$ cat config.mk
export PLATFORM = sky130hd
export DESIGN_NAME = interval_reference_count_table_top_flat
export DESIGN_NICKNAME = d
export VERILOG_FILES = /design/src/rtl/ircnt_pkg.sv /design/src/rtl/ircnt_if.sv /design/src/rtl/ircnt_ram.sv /design/src/rtl/ircnt_seq.sv /design/src/rtl/interval_reference_count_table_top.sv /design/src/flat_wrapper.sv
export SDC_FILE = /design/constraint.sdc
export NUM_CORES = 2
export LEC_CHECK = 0
export BUFFER_PORTS_ARGS = -buffer_cell sky130_fd_sc_hd__clkbuf_2
export CAP_MARGIN = 15
export CORE_UTILIZATION = 28
export CTS_BUF_LIST = sky130_fd_sc_hd__clkbuf_2
export CTS_CLUSTER_SIZE = 24
export DETAILED_ROUTE_END_ITERATION = 8
export GPL_ROUTABILITY_DRIVEN = 0
export PLACE_DENSITY = 0.4
export SYNTH_ARGS = -nofsm -noshare
export SYNTH_HDL_FRONTEND = slang
export SYNTH_MEMORY_MAX_BITS = 65536
export SYNTH_SLANG_ARGS = --single-unit
$ cat constraint.sdc
create_clock -name clk -period 14.85 [get_ports clk]
set_input_delay 1.485 -clock clk [delete_from_list [all_inputs] [get_ports clk]]
set_output_delay 1.485 -clock clk [all_outputs]
set_load 0.01 [all_outputs]
$ cat src/rtl/ircnt_pkg.sv
// ircnt_pkg: shared constants, codes and payload types of the interval reference-count table
// no dependencies
`timescale 1ns / 1ps
`default_nettype none
package ircnt_pkg;

	localparam int MAX_ENTRIES = 64;
	localparam int HEAP_UNITS  = 2048;
	localparam int UNIT_SHIFT  = 8;
	localparam int COUNT_BITS  = 8;

	localparam int UNIT_W  = 12;                          // stored interval bound
	localparam int EXT_W   = 13;                          // request end before clipping
	localparam int IDX_W   = $clog2(MAX_ENTRIES);
	localparam int USED_W  = $clog2(MAX_ENTRIES + 1);
	localparam int EMIT_W  = $clog2(MAX_ENTRIES + 2);
	localparam int REF_W   = 20;

	localparam logic [COUNT_BITS-1:0] COUNT_MAX = {COUNT_BITS{1'b1}};

	typedef enum logic [1:0] {
		OP_ADD = 2'd0,
		OP_REL = 2'd1,
		OP_CHK = 2'd2
	} opcode_t;

	typedef enum logic [1:0] {
		ST_OK   = 2'd0,
		ST_NONE = 2'd1,
		ST_FULL = 2'd2,
		ST_ZERO = 2'd3
	} status_t;

	typedef struct packed {
		logic [1:0]  opcode;
		logic [18:0] start_byte;
		logic [19:0] size_bytes;
	} req_t;

	typedef struct packed {
		logic [7:0]       ref_min;
		logic [7:0]       ref_max;
		logic [1:0]       status;
		logic             block_matches;
		logic [REF_W-1:0] referenced_bytes;
	} rsp_t;

	typedef struct packed {
		logic [UNIT_W-1:0]     lo;
		logic [UNIT_W-1:0]     hi;
		logic [COUNT_BITS-1:0] cnt;
	} entry_t;

	localparam int ENTRY_W = $bits(entry_t);

	// write side of the two table banks
	typedef struct packed {
		logic             we_a;
		logic             we_b;
		logic [IDX_W-1:0] addr;
		entry_t           data;
	} mem_wr_t;

endpackage
`default_nettype wire

$ cat src/rtl/ircnt_if.sv
// ircnt_if: request and response channels with valid/ready handshake
// depends on ircnt_pkg
`timescale 1ns / 1ps
`default_nettype none
interface ircnt_req_if;
	logic             valid;
	logic             ready;
	ircnt_pkg::req_t  payload;
	modport source (output valid, output payload, input ready);
	modport sink   (input valid, input payload, output ready);
endinterface

interface ircnt_rsp_if;
	logic             valid;
	logic             ready;
	ircnt_pkg::rsp_t  payload;
	modport source (output valid, output payload, input ready);
	modport sink   (input valid, input payload, output ready);
endinterface
`default_nettype wire

$ cat src/rtl/ircnt_ram.sv
// ircnt_ram: generic single-write, single-read memory with registered read data
// no dependencies
`timescale 1ns / 1ps
`default_nettype none
module ircnt_ram #(
	parameter int WIDTH  = 32,
	parameter int DEPTH  = 64,
	parameter int ADDR_W = $clog2(DEPTH)
) (
	input  wire logic              clk,
	input  wire logic              we,
	input  wire logic [ADDR_W-1:0] waddr,
	input  wire logic [WIDTH-1:0]  wdata,
	input  wire logic [ADDR_W-1:0] raddr,
	output logic      [WIDTH-1:0]  rdata
);
	logic [WIDTH-1:0] mem [DEPTH];

	always_ff @(posedge clk) begin
		if (we) begin
			mem[waddr] <= wdata;
		end
		rdata <= mem[raddr];
	end
endmodule
`default_nettype wire

$ cat src/rtl/ircnt_seq.sv
// ircnt_seq: sequencer that merges a request range against the active bank and
// rebuilds the table into the other bank; depends on ircnt_pkg
`timescale 1ns / 1ps
`default_nettype none
module ircnt_seq (
	input  wire logic                           clk,
	input  wire logic                           arst_n,
	input  wire logic                           start_valid,
	output logic                                start_ready,
	input  wire ircnt_pkg::req_t                req,
	output logic                                res_valid,
	input  wire logic                           res_ready,
	output ircnt_pkg::rsp_t                     res,
	output logic [ircnt_pkg::IDX_W-1:0]         rd_addr,
	input  wire ircnt_pkg::entry_t              rd_data_a,
	input  wire ircnt_pkg::entry_t              rd_data_b,
	output ircnt_pkg::mem_wr_t                  wr
);
	typedef enum logic [2:0] {S_IDLE, S_RD, S_EVAL, S_EMIT, S_TAIL, S_FIN} state_t;
	typedef enum logic [1:0] {M_PRE, M_CHECK, M_BUILD} mode_t;

	typedef struct packed {
		logic                              hit;
		logic [ircnt_pkg::COUNT_BITS-1:0]  mn;
		logic [ircnt_pkg::COUNT_BITS-1:0]  mx;
	} touch_t;

	function automatic touch_t touch_upd(touch_t t, logic [ircnt_pkg::COUNT_BITS-1:0] c);
		touch_t r;
		r     = t;
		r.hit = 1'b1;
		if (!t.hit || c < t.mn) r.mn = c;
		if (!t.hit || c > t.mx) r.mx = c;
		return r;
	endfunction

	localparam logic [ircnt_pkg::EXT_W-1:0] HEAP_END = ircnt_pkg::EXT_W'(ircnt_pkg::HEAP_UNITS);
	localparam logic [20:0] ROUND = 21'((1 << ircnt_pkg::UNIT_SHIFT) - 1);
	localparam logic [ircnt_pkg::COUNT_BITS-1:0] ONE = ircnt_pkg::COUNT_BITS'(1);

	state_t                             state_q;
	mode_t                              mode_q;
	logic                               adding_q;
	logic                               bank_q;
	logic [ircnt_pkg::USED_W-1:0]       used_q;
	logic [ircnt_pkg::USED_W-1:0]       k_q;
	logic [ircnt_pkg::UNIT_W-1:0]       sum_q;
	logic [ircnt_pkg::UNIT_W-1:0]       nsum_q;
	logic [ircnt_pkg::UNIT_W-1:0]       s_q;
	logic [ircnt_pkg::EXT_W-1:0]        e_q;
	logic [ircnt_pkg::UNIT_W-1:0]       pos_q;
	logic [ircnt_pkg::EMIT_W-1:0]       n_q;
	touch_t                             tch_q;
	logic                               match_q;
	logic [ircnt_pkg::COUNT_BITS-1:0]   mcnt_q;
	ircnt_pkg::status_t                 pre_q;
	ircnt_pkg::entry_t                  pc_q [4];
	logic [3:0]                         pend_q;

	// request decode
	logic [ircnt_pkg::UNIT_W-1:0] d_s;
	logic [ircnt_pkg::EXT_W-1:0]  d_su, d_e, d_ec;
	always_comb begin
		d_s  = ircnt_pkg::UNIT_W'(req.start_byte >> ircnt_pkg::UNIT_SHIFT);
		d_su = ircnt_pkg::EXT_W'((21'(req.size_bytes) + ROUND) >> ircnt_pkg::UNIT_SHIFT);
		d_e  = ircnt_pkg::EXT_W'(d_s) + d_su;
		d_ec = (d_e > HEAP_END) ? HEAP_END : d_e;
	end

	// merge of one stored entry against the range
	ircnt_pkg::entry_t            rd;
	logic [ircnt_pkg::UNIT_W-1:0] lo_v, hi_v, gap_hi;
	logic [ircnt_pkg::COUNT_BITS-1:0] nc;
	logic                         gap_v, ovl;
	touch_t                       t_gap, t_all;
	logic [3:0]                   pend_v;
	always_comb begin
		rd     = bank_q ? rd_data_b : rd_data_a;
		lo_v   = (rd.lo > s_q) ? rd.lo : s_q;
		hi_v   = ({1'b0, rd.hi} < e_q) ? rd.hi : e_q[ircnt_pkg::UNIT_W-1:0];
		gap_hi = ({1'b0, rd.lo} < e_q) ? rd.lo : e_q[ircnt_pkg::UNIT_W-1:0];
		gap_v  = adding_q && ({1'b0, pos_q} < e_q) && (rd.lo > pos_q);
		ovl    = lo_v < hi_v;
		if (adding_q) begin
			nc = (rd.cnt < ircnt_pkg::COUNT_MAX) ? rd.cnt + ONE : rd.cnt;
		end else begin
			nc = (rd.cnt != '0) ? rd.cnt - ONE : '0;
		end
		t_gap  = gap_v ? touch_upd(tch_q, ONE) : tch_q;
		t_all  = ovl ? touch_upd(t_gap, nc) : t_gap;
		pend_v = {ovl && (hi_v < rd.hi), ovl && (nc != '0), ovl ? (rd.lo < lo_v) : 1'b1, gap_v};
	end

	// lowest pending piece
	logic [1:0] sel;
	always_comb begin
		sel = 2'd3;
		for (int i = 3; i >= 0; i--) begin
			if (pend_q[i]) sel = 2'(i);
		end
	end

	logic                     last_k;
	logic                     tail_v;
	logic                     full_v;
	logic                     commit;
	ircnt_pkg::entry_t        wdat;
	always_comb begin
		last_k = (k_q + ircnt_pkg::USED_W'(1)) == used_q;
		tail_v = adding_q && ({1'b0, pos_q} < e_q);
		full_v = n_q > ircnt_pkg::EMIT_W'(ircnt_pkg::MAX_ENTRIES);
		commit = (mode_q == M_BUILD) && !full_v && tch_q.hit;
		if (state_q == S_TAIL) begin
			wdat = '{lo: pos_q, hi: e_q[ircnt_pkg::UNIT_W-1:0], cnt: ONE};
		end else begin
			wdat = pc_q[sel];
		end
	end

	logic emit_now;
	assign emit_now = (state_q == S_EMIT) || ((state_q == S_TAIL) && tail_v);
	always_comb begin
		wr.addr = n_q[ircnt_pkg::IDX_W-1:0];
		wr.data = wdat;
		wr.we_a = emit_now && (n_q < ircnt_pkg::EMIT_W'(ircnt_pkg::MAX_ENTRIES)) && bank_q;
		wr.we_b = emit_now && (n_q < ircnt_pkg::EMIT_W'(ircnt_pkg::MAX_ENTRIES)) && !bank_q;
	end

	assign rd_addr     = k_q[ircnt_pkg::IDX_W-1:0];
	assign start_ready = state_q == S_IDLE;
	assign res_valid   = state_q == S_FIN;

	always_comb begin
		res.block_matches = 1'b0;
		res.ref_min       = '0;
		res.ref_max       = '0;
		res.status        = pre_q;
		case (mode_q)
			M_CHECK: begin
				res.block_matches = match_q;
				res.status        = match_q ? ircnt_pkg::ST_OK : ircnt_pkg::ST_NONE;
				res.ref_min       = mcnt_q;
				res.ref_max       = mcnt_q;
			end
			M_BUILD: begin
				if (full_v) begin
					res.status = ircnt_pkg::ST_FULL;
				end else if (tch_q.hit) begin
					res.status  = ircnt_pkg::ST_OK;
					res.ref_min = tch_q.mn;
					res.ref_max = tch_q.mx;
				end else begin
					res.status = ircnt_pkg::ST_NONE;
				end
			end
			default: ;
		endcase
		res.referenced_bytes = ircnt_pkg::REF_W'(32'(commit ? nsum_q : sum_q)
			<< ircnt_pkg::UNIT_SHIFT);
	end

	always_ff @(posedge clk or negedge arst_n) begin
		if (!arst_n) begin
			state_q  <= S_IDLE;
			mode_q   <= M_PRE;
			bank_q   <= 1'b0;
			used_q   <= '0;
			sum_q    <= '0;
			k_q      <= '0;
			pend_q   <= '0;
		end else begin
			case (state_q)
				S_IDLE: begin
					if (start_valid) begin
						k_q      <= '0;
						s_q      <= d_s;
						match_q  <= 1'b0;
						mcnt_q   <= '0;
						pos_q    <= d_s;
						n_q      <= '0;
						nsum_q   <= '0;
						tch_q    <= '0;
						adding_q <= req.opcode == ircnt_pkg::OP_ADD;
						pre_q    <= ircnt_pkg::ST_NONE;
						mode_q   <= M_PRE;
						state_q  <= S_FIN;
						if (req.opcode == ircnt_pkg::OP_CHK) begin
							e_q <= d_e;
							if (d_su == '0) begin
								pre_q <= ircnt_pkg::ST_ZERO;
							end else begin
								mode_q <= M_CHECK;
								if (used_q != '0) state_q <= S_RD;
							end
						end else if (req.opcode == ircnt_pkg::OP_ADD
								|| req.opcode == ircnt_pkg::OP_REL) begin
							e_q <= d_ec;
							if (d_su == '0) begin
								pre_q <= ircnt_pkg::ST_ZERO;
							end else if (ircnt_pkg::EXT_W'(d_s) < d_ec) begin
								mode_q  <= M_BUILD;
								state_q <= (used_q != '0) ? S_RD : S_TAIL;
							end
						end
					end
				end
				S_RD: begin
					state_q <= S_EVAL;
				end
				S_EVAL: begin
					if (mode_q == M_CHECK) begin
						if ({1'b0, rd.lo} == ircnt_pkg::EXT_W'(s_q)
								&& {1'b0, rd.hi} == e_q) begin
							match_q <= 1'b1;
							mcnt_q  <= rd.cnt;
						end
						k_q     <= k_q + ircnt_pkg::USED_W'(1);
						state_q <= last_k ? S_FIN : S_RD;
					end else begin
						pc_q[0] <= '{lo: pos_q, hi: gap_hi, cnt: ONE};
						pc_q[1] <= ovl ? '{lo: rd.lo, hi: lo_v, cnt: rd.cnt} : rd;
						pc_q[2] <= '{lo: lo_v, hi: hi_v, cnt: nc};
						pc_q[3] <= '{lo: hi_v, hi: rd.hi, cnt: rd.cnt};
						pend_q  <= pend_v;
						tch_q   <= t_all;
						if (rd.hi > pos_q) pos_q <= rd.hi;
						// an entry released to zero with nothing around it writes no piece
						if (pend_v == 4'b0000) begin
							k_q     <= k_q + ircnt_pkg::USED_W'(1);
							state_q <= last_k ? S_TAIL : S_RD;
						end else begin
							state_q <= S_EMIT;
						end
					end
				end
				S_EMIT: begin
					if (!full_v) n_q <= n_q + ircnt_pkg::EMIT_W'(1);
					nsum_q <= nsum_q + (wdat.hi - wdat.lo);
					pend_q[sel] <= 1'b0;
					if ((pend_q & ~(4'b0001 << sel)) == 4'b0000) begin
						k_q     <= k_q + ircnt_pkg::USED_W'(1);
						state_q <= last_k ? S_TAIL : S_RD;
					end
				end
				S_TAIL: begin
					if (tail_v) begin
						if (!full_v) n_q <= n_q + ircnt_pkg::EMIT_W'(1);
						nsum_q <= nsum_q + (wdat.hi - wdat.lo);
						tch_q  <= touch_upd(tch_q, ONE);
					end
					state_q <= S_FIN;
				end
				S_FIN: begin
					if (res_ready) begin
						if (commit) begin
							bank_q <= !bank_q;
							used_q <= ircnt_pkg::USED_W'(n_q);
							sum_q  <= nsum_q;
						end
						state_q <= S_IDLE;
					end
				end
				default: state_q <= S_IDLE;
			endcase
		end
	end
endmodule
`default_nettype wire

$ cat src/rtl/interval_reference_count_table_top.sv
// interval_reference_count_table_top: interval reference-count table, top level
// depends on ircnt_pkg, ircnt_if, ircnt_ram, ircnt_seq
//
//   channel  dir  handshake      payload
//   req      in   valid/ready    opcode, start_byte, size_bytes
//   rsp      out  valid/ready    ref_min, ref_max, status, block_matches, referenced_bytes
//
// one request at a time; an add or release is accepted, then reads and merges each stored
// entry in turn (read, merge) and writes its pieces (none to four per entry), then runs
// tail and finish; the single read port of the active bank sets the pace of this walk.
// a check is accepted, then reads and compares each stored entry in turn, then finishes.
// reset clears the entry count, the bank select and the byte total; the banks are not cleared.
// a finished response waits in the output register, so the next request is taken
// while rsp is stalled; only the response after that waits for rsp.ready.
`timescale 1ns / 1ps
`default_nettype none
module interval_reference_count_table_top (
	input  wire logic   clk,
	input  wire logic   arst_n,
	ircnt_req_if.sink   req,
	ircnt_rsp_if.source rsp
);
	logic                          start_ready;
	logic                          res_valid;
	logic                          res_ready;
	ircnt_pkg::rsp_t               res;
	logic [ircnt_pkg::IDX_W-1:0]   rd_addr;
	ircnt_pkg::entry_t             rd_data_a, rd_data_b;
	ircnt_pkg::mem_wr_t            wr;
	logic                          rsp_vld_q;
	ircnt_pkg::rsp_t               rsp_q;

	// two banks: one holds the live table, the other takes the rebuilt one
	ircnt_ram #(.WIDTH(ircnt_pkg::ENTRY_W), .DEPTH(ircnt_pkg::MAX_ENTRIES)) u_bank_a (
		.clk   (clk),
		.we    (wr.we_a),
		.waddr (wr.addr),
		.wdata (wr.data),
		.raddr (rd_addr),
		.rdata (rd_data_a)
	);

	ircnt_ram #(.WIDTH(ircnt_pkg::ENTRY_W), .DEPTH(ircnt_pkg::MAX_ENTRIES)) u_bank_b (
		.clk   (clk),
		.we    (wr.we_b),
		.waddr (wr.addr),
		.wdata (wr.data),
		.raddr (rd_addr),
		.rdata (rd_data_b)
	);

	ircnt_seq u_seq (
		.clk         (clk),
		.arst_n      (arst_n),
		.start_valid (req.valid),
		.start_ready (start_ready),
		.req         (req.payload),
		.res_valid   (res_valid),
		.res_ready   (res_ready),
		.res         (res),
		.rd_addr     (rd_addr),
		.rd_data_a   (rd_data_a),
		.rd_data_b   (rd_data_b),
		.wr          (wr)
	);

	assign req.ready = start_ready;

	// output register frees the sequencer once the response is captured
	assign res_ready = !rsp_vld_q || rsp.ready;

	always_ff @(posedge clk or negedge arst_n) begin
		if (!arst_n) begin
			rsp_vld_q <= 1'b0;
		end else begin
			if (res_valid && res_ready) begin
				rsp_vld_q <= 1'b1;
			end else if (rsp.ready) begin
				rsp_vld_q <= 1'b0;
			end
		end
	end

	always_ff @(posedge clk) begin
		if (res_valid && res_ready) begin
			rsp_q <= res;
		end
	end

	assign rsp.valid   = rsp_vld_q;
	assign rsp.payload = rsp_q;
endmodule
`default_nettype wire

$ cat src/flat_wrapper.sv
// flat-port wrapper written by rule: the top's interface ports become plain ports
module interval_reference_count_table_top_flat 
  (clk, arst_n, req_valid, req_payload, req_ready, rsp_valid, rsp_payload, rsp_ready);
  ircnt_req_if req_i ();
  ircnt_rsp_if rsp_i ();
  input  wire logic clk;
  input  wire logic arst_n;
  input wire logic [$bits(req_i.valid)-1:0] req_valid;
  input wire logic [$bits(req_i.payload)-1:0] req_payload;
  output wire logic [$bits(req_i.ready)-1:0] req_ready;
  output wire logic [$bits(rsp_i.valid)-1:0] rsp_valid;
  output wire logic [$bits(rsp_i.payload)-1:0] rsp_payload;
  input wire logic [$bits(rsp_i.ready)-1:0] rsp_ready;
  assign req_i.valid = req_valid;
  assign req_i.payload = req_payload;
  assign req_ready = req_i.ready;
  assign rsp_valid = rsp_i.valid;
  assign rsp_payload = rsp_i.payload;
  assign rsp_i.ready = rsp_ready;
  interval_reference_count_table_top u_core (.clk(clk), .arst_n(arst_n), .req(req_i), .rsp(rsp_i));
endmodule
==> results.tsv <==
stage	metric	value	unit
clocking	Resize count post-CTS	0	
timing	Post-Route Skew	142	ps
yosys	portion of synthesized cell area occupied by the leading cell type	74.6	%
critical_path	critical path start-end classification	in2reg	
yosys	mean post-synth cell area	22.5	µm²
final_layout	area occupied by multi-input gates	0.0411	mm²
critical_path	CP arrival	9310	ps
timing	final slew viol count	0	
yosys	synth unique cells	88	
final_layout	Filler Cells Inserted	59500	
clocking	Clock Latency Late Sink	2360	ps
grt	maximum number of pins on one net before global-route repair	129	
yosys	cell taking the most area after synthesis	sky130_fd_sc_hd__edfxtp_1	
flow_run	max-cap violations	0	
critical_path	worst r2r src	u_core.u_seq.bank_q$_DFFE_PN0P_	
final_layout	Layout area overhead	13.6	%
floorplanning	Die W	789	µm
power	post-route total power	36.5	mW
place	input/output buffers	69	
power	Worst IR Drop VDD	187	µV
place	HPWL reported at the end of detailed placement	296000	µm
yosys	synthesized netlist cell count	7732	
grt	Remaining Overflow, GRT	0	
timing	setup total negative slack	0	ps
route	total length of routed wires	541000	µm
clocking	Clock Sink Count	4411	
timing	post-route clock period utilization	48.3	%
grt	gr usage total	17.3	%
timing	number of hold violations in the final report	0	
grt	antenna violations before repair	67	
timing	slew at the pin closest to its max-slew limit	1220	ps
critical_path	setup slack of the worst register-to-register path	7720	ps
clocking	TritonCTS clock tree	done	
critical_path	data required time of the critical path	17000	ps
route	DR pass1 iterations	6	
place	DP Worst Slack	7390	ps
clocking	total setup buffers inserted after CTS	0	
run_status	outcome	complete, no violations	
route	Detailed Route Iter0 Violations	8004	
timing	worst-case setup margin in the final layout	7680	ps
hold_path	class of the tightest hold or removal check	reg2reg	
yosys	Netlist Area Pre-Place	0.174	mm²
floorplanning	Std-Cell Core Area	0.616	mm²
route	via density per instance	4.89	
yosys	number of synthesized register bits	4411	
yosys	Async S/R FF share, synth	0.839	%
final_layout	highest-count cells in the layout ignoring fill and taps	sky130_fd_sc_hd__edfxtp_1 (4310), sky130_fd_sc_hd__clkbuf_2 (1795), sky130_fd_sc_hd__mux4_2 (1344)	
yosys	Post-synth top flop	sky130_fd_sc_hd__edfxtp_1	
critical_path	kind of end point of the critical path	flop	
floorplanning	vertical extent of the die	789	µm
route	post-detailed-route count of antenna-violating nets	0	
grt	via count of the first global-routing pass	93700	
route	total number of vias	87600	
critical_path	termination of the worst setup path	u_core.u_seq.state_q[0]$_DFFE_PN0P_	
clocking	number of H-tree branching levels	7	
clocking	buffer cell driving the clock tree root	sky130_fd_sc_hd__clkbuf_2	
yosys	sequential cell area fraction in the yosys report	75.8	%
final_layout	register cell area after layout	0.132	mm²
critical_path	launching element type of the critical path	input port	
final_layout	most common cell after layout, fill and taps aside	sky130_fd_sc_hd__edfxtp_1	
timing	Max Fclk	0.140	GHz
critical_path	worst-path maximum fanout	11	
final_layout	fraction of layout cells with a size suffix above 1	38.4	%
route	number of remaining DRC errors	0	
critical_path	Reg2Reg Depth	21	
power	power per unit of standard cell area	185	mW/mm²
critical_path	launch point of the worst path	req_payload[1]	
timing	unrepaired setup endpoints after global routing	no	
final_layout	final standard cell utilization of the core	32.0	%
timing	worst rel slew slack	18.6	%
floorplanning	number of rows in the core area	288	
yosys	number of enable flip-flop cells after synthesis	4310	
yosys	Yosys warnings	0	
floorplanning	starting density of the core	28.2	%
timing	Final setup violation count	0	
floorplanning	overall die area	0.623	mm²
yosys	top cells by area, synth	sky130_fd_sc_hd__edfxtp_1 (75%), sky130_fd_sc_hd__mux4_2 (17%), sky130_fd_sc_hd__ha_1 (1.1%), sky130_fd_sc_hd__dfxtp_1 (0.74%), sky130_fd_sc_hd__nor2_1 (0.59%)	
final_layout	final net count	9237	
grt	global-route wire length before repair	739000	µm
timing	Hold Slack	487	ps
clocking	maximum count of clock buffers along a single path	5	
timing	final worst path period need	7170	ps
power	Lkg Pwr	61.8	nW
route	average wire per standard cell	30.2	µm
critical_path	RR Endpoint	u_core.u_seq.tch_q[7]$_DFFE_PP_	
clocking	total CTS buffers	1222	
floorplanning	Ports	86	
clocking	register clock-pin slew on the reported worst setup and hold paths	100	ps
## routing by layer
layer | vias up | wire [µm] | global-route usage (%)
met2 | 3141 | 260000 | 27.8
met3 | 834 | 32000 | 3.87
met5 | - | 13 | 0
li1 | 36000 | - | -
met4 | 2 | 13100 | 5.89
met1 | 47600 | 236000 | 23.1
## area by class of cell
type                    instances  share of cell area (%)
diodes                         35                  0.0444
clock inverters               246                   0.642
clock buffers                1726                    4.38
well taps                    8120                    5.15
flip-flops and latches       4411                    66.8
repair buffers                444                    1.83
multi-input cells            2782                    20.9
inverters                     161                   0.320
## through the flow
step | std cells | area [µm²]
floorplan | 7739 | 174000
global placement | 15800 | 186000
detailed placement | 15800 | 186000
CTS | 17900 | 197000
global route | 17900 | 197000
finish | 17900 | 197000
## logic make-up after synthesis
| logic type | Yosys count | synth area share, % |
|---|---|---|
| flip-flops | 4411 | 75.8 |
| adder cells (fa/ha/maj) | 171 | 1.28 |
| XOR/XNOR | 44 | 0.222 |
| AO/OA/AOI/OAI | 431 | 1.55 |
| other | 1 | 0.00216 |
| AND/OR/NAND/NOR | 677 | 1.82 |
| buffers and inverters | 546 | 1.21 |
| multiplexers | 1451 | 18.1 |
## sequential cells by signal (all words and copies together) (netlist names), 2 cells and up
| register | cells |
|---|---|
| u_core.rsp.payload | 31 |
| u_core.u_bank_a.mem | 2048 |
| u_core.u_bank_a.rdata | 32 |
| u_core.u_bank_b.mem | 2048 |
| u_core.u_bank_b.rdata | 32 |
| u_core.u_seq.e_q | 13 |
| u_core.u_seq.k_q | 7 |
| u_core.u_seq.mcnt_q | 8 |
| u_core.u_seq.mode_q | 2 |
| u_core.u_seq.n_q | 7 |
| u_core.u_seq.nsum_q | 12 |
| u_core.u_seq.pc_q | 100 |
| u_core.u_seq.pend_q | 4 |
| u_core.u_seq.pos_q | 12 |
| u_core.u_seq.s_q | 11 |
| u_core.u_seq.state_q | 3 |
| u_core.u_seq.sum_q | 12 |
| u_core.u_seq.tch_q | 17 |
| u_core.u_seq.used_q | 7 |
## worst max-delay path: stages
cell and delay, ps:
sky130_fd_sc_hd__dlygate4sd3_1 540, sky130_fd_sc_hd__clkbuf_2 100, sky130_fd_sc_hd__nor4_1 430, sky130_fd_sc_hd__dlygate4sd3_1 650
sky130_fd_sc_hd__nand2_1 100, sky130_fd_sc_hd__dlygate4sd3_1 620, sky130_fd_sc_hd__nand2_1 90, sky130_fd_sc_hd__xnor2_1 170
sky130_fd_sc_hd__ha_1 280, sky130_fd_sc_hd__a211oi_1 510, sky130_fd_sc_hd__o21ai_1 200, sky130_fd_sc_hd__a41oi_1 420
sky130_fd_sc_hd__xnor2_1 200, sky130_fd_sc_hd__or4b_1 500, sky130_fd_sc_hd__o21ai_0 150, sky130_fd_sc_hd__and3_1 410
sky130_fd_sc_hd__or3b_2 490, sky130_fd_sc_hd__ha_1 310, sky130_fd_sc_hd__o21ai_0 100, sky130_fd_sc_hd__nand2b_1 80
sky130_fd_sc_hd__a21oi_1 150, sky130_fd_sc_hd__nor2b_1 60, sky130_fd_sc_hd__o31ai_1 310, sky130_fd_sc_hd__o211a_1 230
sky130_fd_sc_hd__dlygate4sd3_1 600, sky130_fd_sc_hd__a41oi_1 130
## synthesized netlist by cell type, drive strengths merged, types with 6 or more instances
| library cell | n |
|---|---|
| a211oi | 24 |
| ha | 158 |
| o21a | 11 |
| dfrtp | 37 |
| xnor2 | 28 |
| mux2i | 59 |
| o21bai | 7 |
| and3 | 8 |
| nand2b | 26 |
| nor2b | 30 |
| a22oi | 10 |
| a21o | 26 |
| nand4b | 6 |
| o21ai | 111 |
| a21oi | 151 |
| nand4 | 25 |
| buf | 114 |
| a2111oi | 6 |
| nand2 | 173 |
| nor3 | 19 |
| mux2 | 48 |
| or3 | 12 |
| inv | 159 |
| a21boi | 8 |
| o31ai | 11 |
| xor2 | 16 |
| nand3 | 40 |
| nor4 | 15 |
| nor2 | 275 |
| clkbuf | 271 |
| and2 | 12 |
| o211ai | 8 |
| dfxtp | 64 |
| edfxtp | 4310 |
| a31oi | 9 |
| or3b | 10 |
| fa | 12 |
| mux4 | 1344 |
## worst min path at each step
stage                                       start                                  to  slack [ps]  depth (start not counted)
3_3_place_gp   u_core.u_seq.sum_q[10]$_DFFE_PN0P_  u_core.u_seq.sum_q[10]$_DFFE_PN0P_         460                          2
3_5_place_dp    u_core.u_seq.sum_q[6]$_DFFE_PN0P_   u_core.u_seq.sum_q[6]$_DFFE_PN0P_         470                          2
2_1_floorplan  u_core.u_seq.sum_q[10]$_DFFE_PN0P_  u_core.u_seq.sum_q[10]$_DFFE_PN0P_         450                          2
6_report       u_core.u_seq.sum_q[10]$_DFFE_PN0P_  u_core.u_seq.sum_q[10]$_DFFE_PN0P_         490                          2
5_1_grt                           req_payload[31]       u_core.u_seq.s_q[3]$_DFFE_PP_         170                          3
4_1_cts                           req_payload[31]       u_core.u_seq.s_q[3]$_DFFE_PP_           2                          3
## repair_timing
action | 4_1_cts | 5_1_grt
hold endpoints to repair | 224 | 0
setup endpoints to repair | 0 | 0
hold buffers | 80 | 0
## where the power goes
group	switching, mW	internal, mW	total [mW]
clock network	5.01	3.26	8.27
registers	0.262	16.8	17.1
logic	7.83	3.38	11.2
Note: power is estimated with default switching activity, not from simulation.
